### config.mk
export PLATFORM = sky130hd
export DESIGN_NAME = priority_ready_queue_flat
export DESIGN_NICKNAME = d
export VERILOG_FILES = /design/src/hdl/prq_pkg.sv /design/src/hdl/prq_in_if.sv /design/src/hdl/prq_out_if.sv /design/src/hdl/prq_ram.sv /design/src/hdl/priority_ready_queue.sv /design/src/flat_wrapper.sv
export SDC_FILE = /design/constraint.sdc
export NUM_CORES = 1
export LEC_CHECK = 0
export BUFFER_PORTS_ARGS = -buffer_cell sky130_fd_sc_hd__buf_4
export CAP_MARGIN = 0
export CORE_MARGIN = 8
export CORE_UTILIZATION = 34
export DETAILED_ROUTE_END_ITERATION = 7
export HOLD_SLACK_MARGIN = 0.02
export PLACE_DENSITY = 0.46
export SLEW_MARGIN = 20
export SYNTH_ARGS = -nofsm -noshare
export SYNTH_HDL_FRONTEND = slang
export SYNTH_SLANG_ARGS = --single-unit
export TNS_END_PERCENT = 10
### constraint.sdc
create_clock -name clk -period 6.12 [get_ports clk]
set_input_delay 1.224 -clock clk [delete_from_list [all_inputs] [get_ports clk]]
set_output_delay 1.224 -clock clk [all_outputs]
set_load 0.005 [all_outputs]
### src/hdl/prq_pkg.sv
`timescale 1ns / 1ps
// prq_pkg: opcodes, status codes and fixed field widths of the priority ready queue
// no dependencies; used by the channel interfaces and the queue module

package prq_pkg;

  // fixed widths of the channel fields
  localparam int OP_W       = 2;
  localparam int PID_W      = 8;
  localparam int PRI_REQ_W  = 2;
  localparam int STATUS_W   = 2;

  // request opcodes
  localparam logic [OP_W-1:0] OP_PUSH = 2'd0;
  localparam logic [OP_W-1:0] OP_POP  = 2'd1;
  localparam logic [OP_W-1:0] OP_SET  = 2'd2;

  // result status codes
  localparam logic [STATUS_W-1:0] ST_OK    = 2'd0;
  localparam logic [STATUS_W-1:0] ST_FULL  = 2'd1;
  localparam logic [STATUS_W-1:0] ST_EMPTY = 2'd2;

endpackage

### src/hdl/prq_in_if.sv
`timescale 1ns / 1ps
// prq_in_if: request channel of the priority ready queue (valid/ready plus request fields)
// depends on prq_pkg for the field widths

interface prq_in_if;
  logic                           valid;
  logic                           ready;
  logic [prq_pkg::OP_W-1:0]       op;
  logic [prq_pkg::PID_W-1:0]      pid;
  logic [prq_pkg::PRI_REQ_W-1:0]  priority_req;

  modport source (output valid, output op, output pid, output priority_req, input ready);
  modport sink   (input valid, input op, input pid, input priority_req, output ready);
endinterface

### src/hdl/prq_out_if.sv
`timescale 1ns / 1ps
// prq_out_if: result channel of the priority ready queue (valid/ready plus result fields)
// depends on prq_pkg for the field widths

interface prq_out_if;
  logic                          valid;
  logic                          ready;
  logic                          pid_valid;
  logic [prq_pkg::PID_W-1:0]     popped_pid;
  logic [prq_pkg::STATUS_W-1:0]  status;

  modport source (output valid, output pid_valid, output popped_pid, output status,
                  input ready);
  modport sink   (input valid, input pid_valid, input popped_pid, input status,
                  output ready);
endinterface

### src/hdl/prq_ram.sv
`timescale 1ns / 1ps
// prq_ram: generic simple dual-port RAM, one write port, one registered read port
// no dependencies

module prq_ram #(
  parameter int WIDTH = 10,
  parameter int DEPTH = 16
) (
  input  logic                     clk,
  input  logic                     we,
  input  logic [$clog2(DEPTH)-1:0] waddr,
  input  logic [WIDTH-1:0]         wdata,
  input  logic [$clog2(DEPTH)-1:0] raddr,
  output logic [WIDTH-1:0]         rdata
);

  logic [WIDTH-1:0] mem [DEPTH];

  // write port and registered read
  always_ff @(posedge clk) begin
    if (we) begin
      mem[waddr] <= wdata;
    end
    rdata <= mem[raddr];
  end

endmodule

### src/hdl/priority_ready_queue.sv
`timescale 1ns / 1ps
// priority_ready_queue: bounded ready queue of pids, FIFO order within each priority level
// depends on prq_pkg, prq_in_if, prq_out_if and prq_ram
//
// Usage:
//   in_ch carries one request per transfer: op (push, pop, set priority), pid and
//   priority_req. out_ch returns exactly one result per request, in request order:
//   pid_valid, popped_pid and status (ok, full on a dropped push, empty on a pop of an empty queue).
//   Entries sit packed in arrival order in one RAM (pid and priority per word),
//   oldest at address 0; occupancy is a register.
//   Work, from request transfer to result valid:
//     push / unused opcode / pop or set on an empty queue: straight to the finish state
//     set priority: one RAM read per entry, matching entries rewritten in flight
//     pop: a scan for the oldest best entry, then a shift of the younger entries
//     down by one
//   The RAM has a registered read and a single read port.
//   One request is worked on at a time; in_ch.ready is high while idle, also when
//   a finished result still waits in the output register.
//   Reset (rst_n low, synchronous) empties the queue and drops any pending result;
//   RAM contents are not cleared. If out_ch stalls, the finished request waits
//   until the output register frees up before the next request is taken.

module priority_ready_queue #(
  parameter int DEPTH    = 16,
  parameter int PID_BITS = 8,
  parameter int LEVELS   = 4
) (
  input  logic      clk,
  input  logic      rst_n,
  prq_in_if.sink    in_ch,
  prq_out_if.source out_ch
);

  localparam int AW     = $clog2(DEPTH);
  localparam int OCC_W  = $clog2(DEPTH + 1);
  localparam int PRI_W  = $clog2(LEVELS);
  localparam int WORD_W = PID_BITS + PRI_W;

  // controller states
  localparam logic [1:0] S_IDLE   = 2'd0;
  localparam logic [1:0] S_SCAN   = 2'd1;
  localparam logic [1:0] S_SHIFT  = 2'd2;
  localparam logic [1:0] S_FINISH = 2'd3;

  logic [1:0]                    state_r, state_nxt;
  logic [OCC_W-1:0]              occ_r, occ_nxt;
  logic [OCC_W-1:0]              idx_r, idx_nxt;
  logic [AW-1:0]                 tag_r, tag_nxt;
  logic                          ld_r, ld_nxt;
  logic [prq_pkg::OP_W-1:0]      op_r, op_nxt;
  logic [PID_BITS-1:0]           pid_r, pid_nxt;
  logic [PRI_W-1:0]              pri_r, pri_nxt;
  logic [prq_pkg::STATUS_W-1:0]  status_r, status_nxt;
  logic                          best_valid_r, best_valid_nxt;
  logic [PRI_W-1:0]              best_pri_r, best_pri_nxt;
  logic [AW-1:0]                 best_idx_r, best_idx_nxt;
  logic [PID_BITS-1:0]           best_pid_r, best_pid_nxt;

  logic                          out_valid_r, out_valid_nxt;
  logic                          out_pid_valid_r, out_pid_valid_nxt;
  logic [prq_pkg::PID_W-1:0]     out_pid_r, out_pid_nxt;
  logic [prq_pkg::STATUS_W-1:0]  out_status_r, out_status_nxt;

  logic                          in_xfer;
  logic [PID_BITS-1:0]           pid_m;
  logic [PRI_W-1:0]              pri_c;
  logic                          issue;
  logic                          better;
  logic                          scan_last;
  logic                          out_free;

  logic                          ram_we;
  logic [AW-1:0]                 ram_waddr;
  logic [WORD_W-1:0]             ram_wdata;
  logic [WORD_W-1:0]             ram_rdata;
  logic [PID_BITS-1:0]           rd_pid;
  logic [PRI_W-1:0]              rd_pri;

  prq_ram #(
    .WIDTH (WORD_W),
    .DEPTH (DEPTH)
  ) u_ram (
    .clk   (clk),
    .we    (ram_we),
    .waddr (ram_waddr),
    .wdata (ram_wdata),
    .raddr (idx_r[AW-1:0]),
    .rdata (ram_rdata)
  );

  // request decode: mask the pid, saturate the priority
  assign in_xfer = in_ch.valid && in_ch.ready;
  assign pid_m   = PID_BITS'(in_ch.pid);
  assign pri_c   = (32'(in_ch.priority_req) >= 32'(LEVELS)) ? PRI_W'(LEVELS - 1)
                                                             : PRI_W'(in_ch.priority_req);

  assign rd_pid  = ram_rdata[WORD_W-1:PRI_W];
  assign rd_pri  = ram_rdata[PRI_W-1:0];

  // read issue and scan bookkeeping
  assign issue     = ((state_r == S_SCAN) || (state_r == S_SHIFT)) && (idx_r < occ_r);
  assign better    = !best_valid_r || (rd_pri < best_pri_r);
  assign scan_last = ld_r && (OCC_W'(tag_r) == occ_r - OCC_W'(1));
  assign out_free  = !out_valid_r || out_ch.ready;

  // RAM write port
  always_comb begin
    ram_we    = 1'b0;
    ram_waddr = tag_r;
    ram_wdata = ram_rdata;
    unique case (state_r)
      S_IDLE: begin
        ram_waddr = occ_r[AW-1:0];
        ram_wdata = {pid_m, pri_c};
        ram_we    = in_xfer && (in_ch.op == prq_pkg::OP_PUSH) && (occ_r < OCC_W'(DEPTH));
      end
      S_SCAN: begin
        ram_wdata = {pid_r, pri_r};
        ram_we    = ld_r && (op_r == prq_pkg::OP_SET) && (rd_pid == pid_r);
      end
      S_SHIFT: begin
        ram_waddr = tag_r - AW'(1);
        ram_we    = ld_r;
      end
      default: begin
        ram_we = 1'b0;
      end
    endcase
  end

  // controller
  always_comb begin
    state_nxt      = state_r;
    occ_nxt        = occ_r;
    idx_nxt        = idx_r;
    tag_nxt        = idx_r[AW-1:0];
    ld_nxt         = issue;
    op_nxt         = op_r;
    pid_nxt        = pid_r;
    pri_nxt        = pri_r;
    status_nxt     = status_r;
    best_valid_nxt = best_valid_r;
    best_pri_nxt   = best_pri_r;
    best_idx_nxt   = best_idx_r;
    best_pid_nxt   = best_pid_r;
    if (issue) begin
      idx_nxt = idx_r + OCC_W'(1);
    end
    unique case (state_r)
      S_IDLE: begin
        if (in_xfer) begin
          op_nxt         = in_ch.op;
          pid_nxt        = pid_m;
          pri_nxt        = pri_c;
          status_nxt     = prq_pkg::ST_OK;
          idx_nxt        = '0;
          best_valid_nxt = 1'b0;
          state_nxt      = S_FINISH;
          case (in_ch.op)
            prq_pkg::OP_PUSH: begin
              if (occ_r < OCC_W'(DEPTH)) begin
                occ_nxt = occ_r + OCC_W'(1);
              end else begin
                status_nxt = prq_pkg::ST_FULL;
              end
            end
            prq_pkg::OP_POP: begin
              if (occ_r == '0) begin
                status_nxt = prq_pkg::ST_EMPTY;
              end else begin
                state_nxt = S_SCAN;
              end
            end
            prq_pkg::OP_SET: begin
              if (occ_r != '0) begin
                state_nxt = S_SCAN;
              end
            end
            default: begin
              state_nxt = S_FINISH;
            end
          endcase
        end
      end
      S_SCAN: begin
        // track the oldest entry with the lowest priority
        if (ld_r && better) begin
          best_valid_nxt = 1'b1;
          best_pri_nxt   = rd_pri;
          best_idx_nxt   = tag_r;
          best_pid_nxt   = rd_pid;
        end
        if (scan_last) begin
          if (op_r == prq_pkg::OP_POP) begin
            state_nxt = S_SHIFT;
            idx_nxt   = OCC_W'(better ? tag_r : best_idx_r) + OCC_W'(1);
          end else begin
            state_nxt = S_FINISH;
          end
        end
      end
      S_SHIFT: begin
        // younger entries move down by one, then the tail is dropped
        if (!issue && !ld_r) begin
          occ_nxt   = occ_r - OCC_W'(1);
          state_nxt = S_FINISH;
        end
      end
      S_FINISH: begin
        if (out_free) begin
          state_nxt = S_IDLE;
        end
      end
      default: begin
        state_nxt = S_IDLE;
      end
    endcase
  end

  // output register
  always_comb begin
    out_valid_nxt     = out_valid_r && !out_ch.ready;
    out_pid_valid_nxt = out_pid_valid_r;
    out_pid_nxt       = out_pid_r;
    out_status_nxt    = out_status_r;
    if ((state_r == S_FINISH) && out_free) begin
      out_valid_nxt     = 1'b1;
      out_pid_valid_nxt = (op_r == prq_pkg::OP_POP) && (status_r == prq_pkg::ST_OK);
      out_pid_nxt       = out_pid_valid_nxt ? prq_pkg::PID_W'(best_pid_r) : '0;
      out_status_nxt    = status_r;
    end
  end

  // control state
  always_ff @(posedge clk) begin
    if (!rst_n) begin
      state_r     <= S_IDLE;
      occ_r       <= '0;
      ld_r        <= 1'b0;
      out_valid_r <= 1'b0;
    end else begin
      state_r     <= state_nxt;
      occ_r       <= occ_nxt;
      ld_r        <= ld_nxt;
      out_valid_r <= out_valid_nxt;
    end
  end

  // payload and scan registers
  always_ff @(posedge clk) begin
    idx_r           <= idx_nxt;
    tag_r           <= tag_nxt;
    op_r            <= op_nxt;
    pid_r           <= pid_nxt;
    pri_r           <= pri_nxt;
    status_r        <= status_nxt;
    best_valid_r    <= best_valid_nxt;
    best_pri_r      <= best_pri_nxt;
    best_idx_r      <= best_idx_nxt;
    best_pid_r      <= best_pid_nxt;
    out_pid_valid_r <= out_pid_valid_nxt;
    out_pid_r       <= out_pid_nxt;
    out_status_r    <= out_status_nxt;
  end

  assign in_ch.ready       = (state_r == S_IDLE);
  assign out_ch.valid      = out_valid_r;
  assign out_ch.pid_valid  = out_pid_valid_r;
  assign out_ch.popped_pid = out_pid_r;
  assign out_ch.status     = out_status_r;

`ifndef SYNTHESIS
  // occupancy never exceeds the pool
  a_occ_bound: assert property (@(posedge clk) disable iff (!rst_n)
    occ_r <= OCC_W'(DEPTH))
    else $error("occupancy above depth");

  // occupancy moves by at most one entry per cycle
  a_occ_step: assert property (@(posedge clk) disable iff (!rst_n)
    (occ_r != $past(occ_r)) |->
      ((occ_r == $past(occ_r) + OCC_W'(1)) || (occ_r == $past(occ_r) - OCC_W'(1))))
    else $error("occupancy jumped");

  // a popped pid always comes with ok status
  a_pop_status: assert property (@(posedge clk) disable iff (!rst_n)
    (out_valid_r && out_pid_valid_r) |-> (out_status_r == prq_pkg::ST_OK))
    else $error("popped pid with error status");

  // only a pop shifts entries, and only on a non-empty queue
  a_shift_pop: assert property (@(posedge clk) disable iff (!rst_n)
    (state_r == S_SHIFT) |-> ((op_r == prq_pkg::OP_POP) && (occ_r != '0)))
    else $error("shift outside a pop");

  // a set or pop scan never reads past the held entries
  a_scan_range: assert property (@(posedge clk) disable iff (!rst_n)
    (ld_r && (state_r == S_SCAN)) |-> (OCC_W'(tag_r) < occ_r))
    else $error("scan read beyond occupancy");
`endif

endmodule
### src/flat_wrapper.sv
// flat-port wrapper written by rule: the top's interface ports become plain ports
module priority_ready_queue_flat 
#(
  parameter int DEPTH    = 16,
  parameter int PID_BITS = 8,
  parameter int LEVELS   = 4
)
  (clk, rst_n, in_ch_valid, in_ch_op, in_ch_pid, in_ch_priority_req, in_ch_ready, out_ch_valid, out_ch_pid_valid, out_ch_popped_pid, out_ch_status, out_ch_ready);
  prq_in_if in_ch_i ();
  prq_out_if out_ch_i ();
  input  logic clk;
  input  logic rst_n;
  input wire logic [$bits(in_ch_i.valid)-1:0] in_ch_valid;
  input wire logic [$bits(in_ch_i.op)-1:0] in_ch_op;
  input wire logic [$bits(in_ch_i.pid)-1:0] in_ch_pid;
  input wire logic [$bits(in_ch_i.priority_req)-1:0] in_ch_priority_req;
  output wire logic [$bits(in_ch_i.ready)-1:0] in_ch_ready;
  output wire logic [$bits(out_ch_i.valid)-1:0] out_ch_valid;
  output wire logic [$bits(out_ch_i.pid_valid)-1:0] out_ch_pid_valid;
  output wire logic [$bits(out_ch_i.popped_pid)-1:0] out_ch_popped_pid;
  output wire logic [$bits(out_ch_i.status)-1:0] out_ch_status;
  input wire logic [$bits(out_ch_i.ready)-1:0] out_ch_ready;
  assign in_ch_i.valid = in_ch_valid;
  assign in_ch_i.op = in_ch_op;
  assign in_ch_i.pid = in_ch_pid;
  assign in_ch_i.priority_req = in_ch_priority_req;
  assign in_ch_ready = in_ch_i.ready;
  assign out_ch_valid = out_ch_i.valid;
  assign out_ch_pid_valid = out_ch_i.pid_valid;
  assign out_ch_popped_pid = out_ch_i.popped_pid;
  assign out_ch_status = out_ch_i.status;
  assign out_ch_i.ready = out_ch_ready;
  priority_ready_queue #(.DEPTH(DEPTH), .PID_BITS(PID_BITS), .LEVELS(LEVELS)) u_core (.clk(clk), .rst_n(rst_n), .in_ch(in_ch_i), .out_ch(out_ch_i));
endmodule
======== Yosys cells after proc, flatten, opt, wreduce, memory -nomap -nowiden ========
Memories as Yosys holds them, arrays and structs flattened. A register that Yosys moved wholly into a read port is not among the register bits.
Cells that the tools add are included.
storage, ports and cells
  logic and storage cells ................. 106
  output and inout bits ................... 13
  bits in writable memories ............... 160
  memories kept ........................... 1
  ROM bits ................................ 0
  latch bits .............................. 0
  bits in registers ....................... 58
memory list
  memory            words  width  read ports  clocked after Yosys merged registers in  write ports  line           source
  u_core.u_ram.mem  16     10     1           1                                        1            prq_ram.sv:17  logic [WIDTH-1:0] mem [DEPTH];
cells by class
  multiplexer cells ....................... 32
  add/subtract/negate cells ............... 5
  bitwise gates (word level) .............. 0
  equal/unequal tests ..................... 16
  multipliers ............................. 0
  div/mod/pow operators ................... 0
  reduce and logical (&&, ||, !) cells .... 32
  order comparisons ....................... 3
  shifts and indexed selects .............. 0
operators by type and width
  operator                                                               number
  5-bit 2-to-1 mux                                                       8
  10-bit one-hot mux with 2 select lines                                 1
  5-bit one-hot mux with 2 select lines                                  2
  5-bit by 1-bit adder with 5-bit output, second input constant          3
  2-bit 2-to-1 mux                                                       7
  1-bit logical AND                                                      12
  2-bit != test, second input constant                                   5
  2-bit equality test, second input constant                             4
  8-bit equality test                                                    1
  2-bit one-hot mux with 2 select lines                                  2
  2-bit one-hot mux with 4 select lines                                  1
  4-bit one-hot mux with 2 select lines                                  1
  1-bit 2-to-1 mux                                                       7
  2-bit by 1-bit equality test with 1-bit output, second input constant  3
  2-bit zero test                                                        3
  4-bit by 5-bit equality test with 1-bit output                         1
  1-bit zero test                                                        5
  5-bit zero test                                                        1
  5-bit less-than comparator                                             1
  5-bit less-than comparator, second input constant                      1
  5-bit AND reduction                                                    1
  5-bit nonzero test                                                     1
  5-bit by 1-bit subtractor with 5-bit output, second input constant     1
  4-bit 2-to-1 mux                                                       1
  other kinds (10)                                                       15

======== Longest topological paths before layout ========
  depth after elaboration ................. 7
  mapped depth ............................ 9

======== By module ========
From an unflattened synthesis, not the netlist that was laid out.
unflattened totals
  cell total of the unflattened synthesis .. 558
  area total of the unflattened synthesis .. 9391.5 um2
modules (own cells, without submodules)
  module                area each (um2)  cells each  times used
  prq_ram               6353.6           279         1
  priority_ready_queue  3037.9           279         1

======== Worst setup path before layout ========
Ideal clock, no wire load.
  path type ............................... input-to-reg
  from .................................... in in_ch_op[0]
  to ...................................... mem u_core.u_ram.mem[4][0] (enable)
  buffers on the path ..................... 0
  stages .................................. 7
  path slack .............................. 3002 ps
  data arrival time ....................... 2742 ps
  path through ............................ inv_1 -> ha_1 -> nand4b_1 -> a21oi_1 -> a31oi_1 -> or3b_2 -> nor2_1
between the ends
  word-level cells in the longest chain between the ends .. 6
ends and longest elaborated chain
  element                                 line                         source
  from (decl)                             flat_wrapper.sv:14           input wire logic [$bits(in_ch_i.op)-1:0] in_ch_op;
  2-bit zero test                         priority_ready_queue.sv:115  ram_we = in_xfer && (in_ch.op == prq_pkg::OP_PUSH) && (occ_r < OCC_W'(DEPTH));
  1-bit logical AND (2 in series)         priority_ready_queue.sv:115
  1-bit one-hot mux with 3 select lines   priority_ready_queue.sv:111  unique case (state_r)
  1-bit 2-to-1 mux                        prq_ram.sv:21                if (we) begin
  1-bit 2-to-1 mux (not written as such)  prq_ram.sv:22                mem[waddr] <= wdata;
  to (decl)                               prq_ram.sv:17
No other way between the ends.

======== Worst setup path in the final report ========
  from .................................... reg u_core.state_r[1]
  to ...................................... mem u_core.u_ram.mem[4][7] (enable)
between the ends
  word-level cells in the longest chain between the ends .. 7
ends and longest elaborated chain
  element                                 line                                                      source
  from (decl)                             priority_ready_queue.sv:45                                logic [1:0] state_r, state_nxt;
  from (signal assigned)                  priority_ready_queue.sv:242                               state_r <= state_nxt;
  2-bit zero test                         priority_ready_queue.sv:111, priority_ready_queue.sv:266
  1-bit logical AND                       priority_ready_queue.sv:92                                assign in_xfer = in_ch.valid && in_ch.ready;
  1-bit logical AND (2 in series)         priority_ready_queue.sv:115
  1-bit one-hot mux with 3 select lines   priority_ready_queue.sv:111
  1-bit 2-to-1 mux                        prq_ram.sv:21
  1-bit 2-to-1 mux (not written as such)  prq_ram.sv:22
Parallel ways exist; a longest one is shown, timed or not.

==> flow_summary.toml <==
[clock_network]
path_clk_slew_ps = 60
cts_max_level = 1
cts_tree = "built"
clock_path_buffers = 3
cts_hold_buf = 0
cts_buffers = 25
cts.sinks = 228
clock_latency_ps = 530
root_buffer = "clkbuf_16"
post_cts_buffers = 0
cts.repair.resized = 0

[yosys]
syn_area_per_cell_sq_um = 16.2
synth_warnings = 0
synth_edf_count = 200
yosysTopAreaCell = "edfxtp_1"
synth_area_sq_um = 9530
yosysUniqueCellTypes = 51
async_flop_share_pct = 0
yosysSeqAreaShare_pct = 68.9
yosys.area.top_type_share_pct = 63.0
synthTopCellsByArea = "edfxtp_1 (63%), mux4_2 (9.5%), dfxtp_1 (5.9%)"
synth_seq_cells = 228
syn_nets = 619
synth-main-ff-cell = "edfxtp_1"
netlist_instances = 587

[hold_path]
hold_end = "u_core.out_ch.status[0]"
hp-start = "u_core.status_r[0]"
min_path_cells = 0
hold_class = "flop to flop"

[grt]
grt_antenna_before_repair = 0
grtUsageTotal_pct = 13.1
grt_max_degree = 46
grt_pass1_wl_mm = 33.3
met3_usage_pct = 2.17
gr-total-overflow = 0
grt_use_met2_pct = 19.8
grt_use_met1_pct = 19.1
top_usage_layer = "met2"
grt_pass1_vias = 5187

[cells_and_area]
drive_above_1_share_pct = 18.4
fin_util_pct = 39.3
fin_nets = 650
syn_to_final_growth_pct = 14.1

[route]
drc = 0
firstDrtPassIters = 4
via_per_inst = 4.99
drtIter0Drc = 359
avgRoutedWirePerCell_microns = 21.5
vias = 5072
drtAntennaViolNets = 0
routed_wl_mm = 21.8

[timing]
skew_ps = 23.3
report.final.hold_viol_count = 0
max_freq_mhz = 280
fin_hold_ws_ps = 462
worstMarginPinSlew_ps = 998
period_minus_slack_ps = 3570
rsz0062_at_grt = "no"
maxSlewHeadroom_pct = 33.2
final.period_utilization_pct = 58.3
setup_tns_ps = 0
setup_viol_count_final = 0
drv_slew = 0

[power_and_ir_drop]
p_clk_share_pct = 28.4
p_comb_share_pct = 26.4
switchingPower_mw = 1.62
irDropWorstVdd_uv = 230
powerDensity_nw_per_um2 = 459
p_leak_nw = 3.53
seq_power_share_pct = 45.2
power_mw = 5.00
swShare_pct = 32.4
p_int_mw = 3.38

[setup_path]
cp-start-kind = "flop"
path_class = "flop to flop"
rrSetupSlack_ps = 2550
reg2regPathDepth = 7
path_max_fanout = 19
reg2reg_to = "u_core.u_ram.mem[4][7]"
endpoint_kind = "flop"
crit_required_ps = 6270
cp.arrival_ps = 3720
r2r-start = "u_core.state_r[1]"

[floorplanning]
fp.dieW_microns = 183
die_height_microns = 183
row_count = 61
ioPinCount = 29
die-area_sq_um = 33700
core_area_sq_um = 27700
initial_core_util_pct = 34.4

[outcome]
status = "finished, final reports clean"

[placed_design]
dpl.hpwl_mm = 14.5
gp_congestion = 0.753
portBuffers = 28

[run]
drv_cap = 0
==> logic make-up after synthesis <==
family | share of synthesized area, %
DFF | 68.9
and+or+nand+nor | 6.81
AOI/OAI and AO/OA | 5.66
muxes | 11.8
buffers and inverters | 2.19
xor gates and xnor gates | 2.57
adders and majority gates | 2.10
==> stage by stage <==
stage | setup WS (ps) | instances | cell area [sq um]
final | 2550 | 1016 | 10900
after global routing | 2300 | 1015 | 10900
after global placement | 2470 | 969 | 10100
after detailed placement | 2330 | 969 | 10100
after CTS | 2530 | 1015 | 10900
after floorplan | 3000 | 587 | 9530
==> cells in the mapped netlist, types with 13 or more instances <==
cell	count
edfxtp_1	200
nand2_1	42
mux4_2	40
nor2_1	36
dfxtp_1	28
mux2i_1	20
a21oi_1	17
inv_1	17
xor2_1	17
ha_1	16
nor2b_1	16
clkbuf_1	14
a211oi_1	13
==> worst max-delay path, stage by stage, from the launching register on <==
cell and delay, ps:
dfxtp_1 330, inv_1 120, ha_1 660, nand2_1 150, nor4b_1 320, a31oi_1 290, or3b_2 620, nor2_1 710
==> routing by layer <==
| layer | wire length [microns] | vias up | share of wire, % |
|---|---|---|---|
| met5 | 0 | - | 0 |
| met4 | 504 | 0 | 2.3 |
| met3 | 1640 | 34 | 7.5 |
| met2 | 9580 | 130 | 44 |
| met1 | 10100 | 2575 | 46 |
| li1 | - | 2333 | - |
==> worst max path at each step <==
stage	from	to	cells past startpoint	slack, ps
final	u_core.state_r[1]	u_core.u_ram.mem[4][7]	7	2550
after global placement	in_ch_op[0]	u_core.u_ram.mem[12][3]	8	2470
after global routing	u_core.state_r[1]	u_core.u_ram.mem[6][7]	7	2300
after floorplan	in_ch_op[0]	u_core.u_ram.mem[4][0]	7	3000
after detailed placement	in_ch_op[0]	u_core.u_ram.mem[15][7]	8	2330
after CTS	u_core.state_r[1]	u_core.u_ram.mem[4][7]	7	2530
==> flip-flops by register name (all words and copies together) (netlist names), 4 cells and up <==
name	cells
u_core.u_ram.rdata	10
u_core.best_pid_r	8
u_core.u_ram.mem	160
u_core.pid_r	8
u_core.best_idx_r	4
u_core.tag_r	4
u_core.out_ch.popped_pid	8
u_core.occ_r	5
u_core.idx_r	5
==> cell type report <==
type / count / area, sq um
antenna: 1 / 2.50
clock inverter: 15 / 126
sequential: 228 / 6570
tap: 378 / 473
timing repair buffer: 32 / 240
fill: 2511 / 16800
multi-input combinational: 314 / 2760
inverter: 17 / 63.8
clock buffer: 31 / 648
==> cell usage in the layout, fill, tap and decap left out, types with 3 or more instances in the layout <==
master / count
edfxtp_1: 200
nand2_1: 42
mux4_2: 40
nor2_1: 36
buf_4: 32
clkbuf_16: 25
dfxtp_1: 25
mux2i_1: 20
inv_1: 17
a21oi_1: 17
xor2_1: 17
nor2b_1: 16
ha_1: 16
a211oi_1: 13
and2_1: 11
o21ai_0: 11
xnor2_1: 11
a22oi_1: 10
clkinv_1: 7
nand3_1: 6
clkbuf_1: 6
nand2b_1: 3
nor4_1: 3
a221oi_1: 3
clkinv_2: 3
dfxtp_2: 3
==> power by group through the flow <==
stage          Combinational [mW]  Clock, mW  Sequential (mW)
4_1_cts                      1.35       1.46             2.26
2_1_floorplan               0.948          0             2.16
6_report                     1.32       1.42             2.26
3_3_place_gp                 1.34          0             2.29
3_5_place_dp                 1.34          0             2.29
5_1_grt                      1.46       1.50             2.28
(Power assumes the default switching activity.)
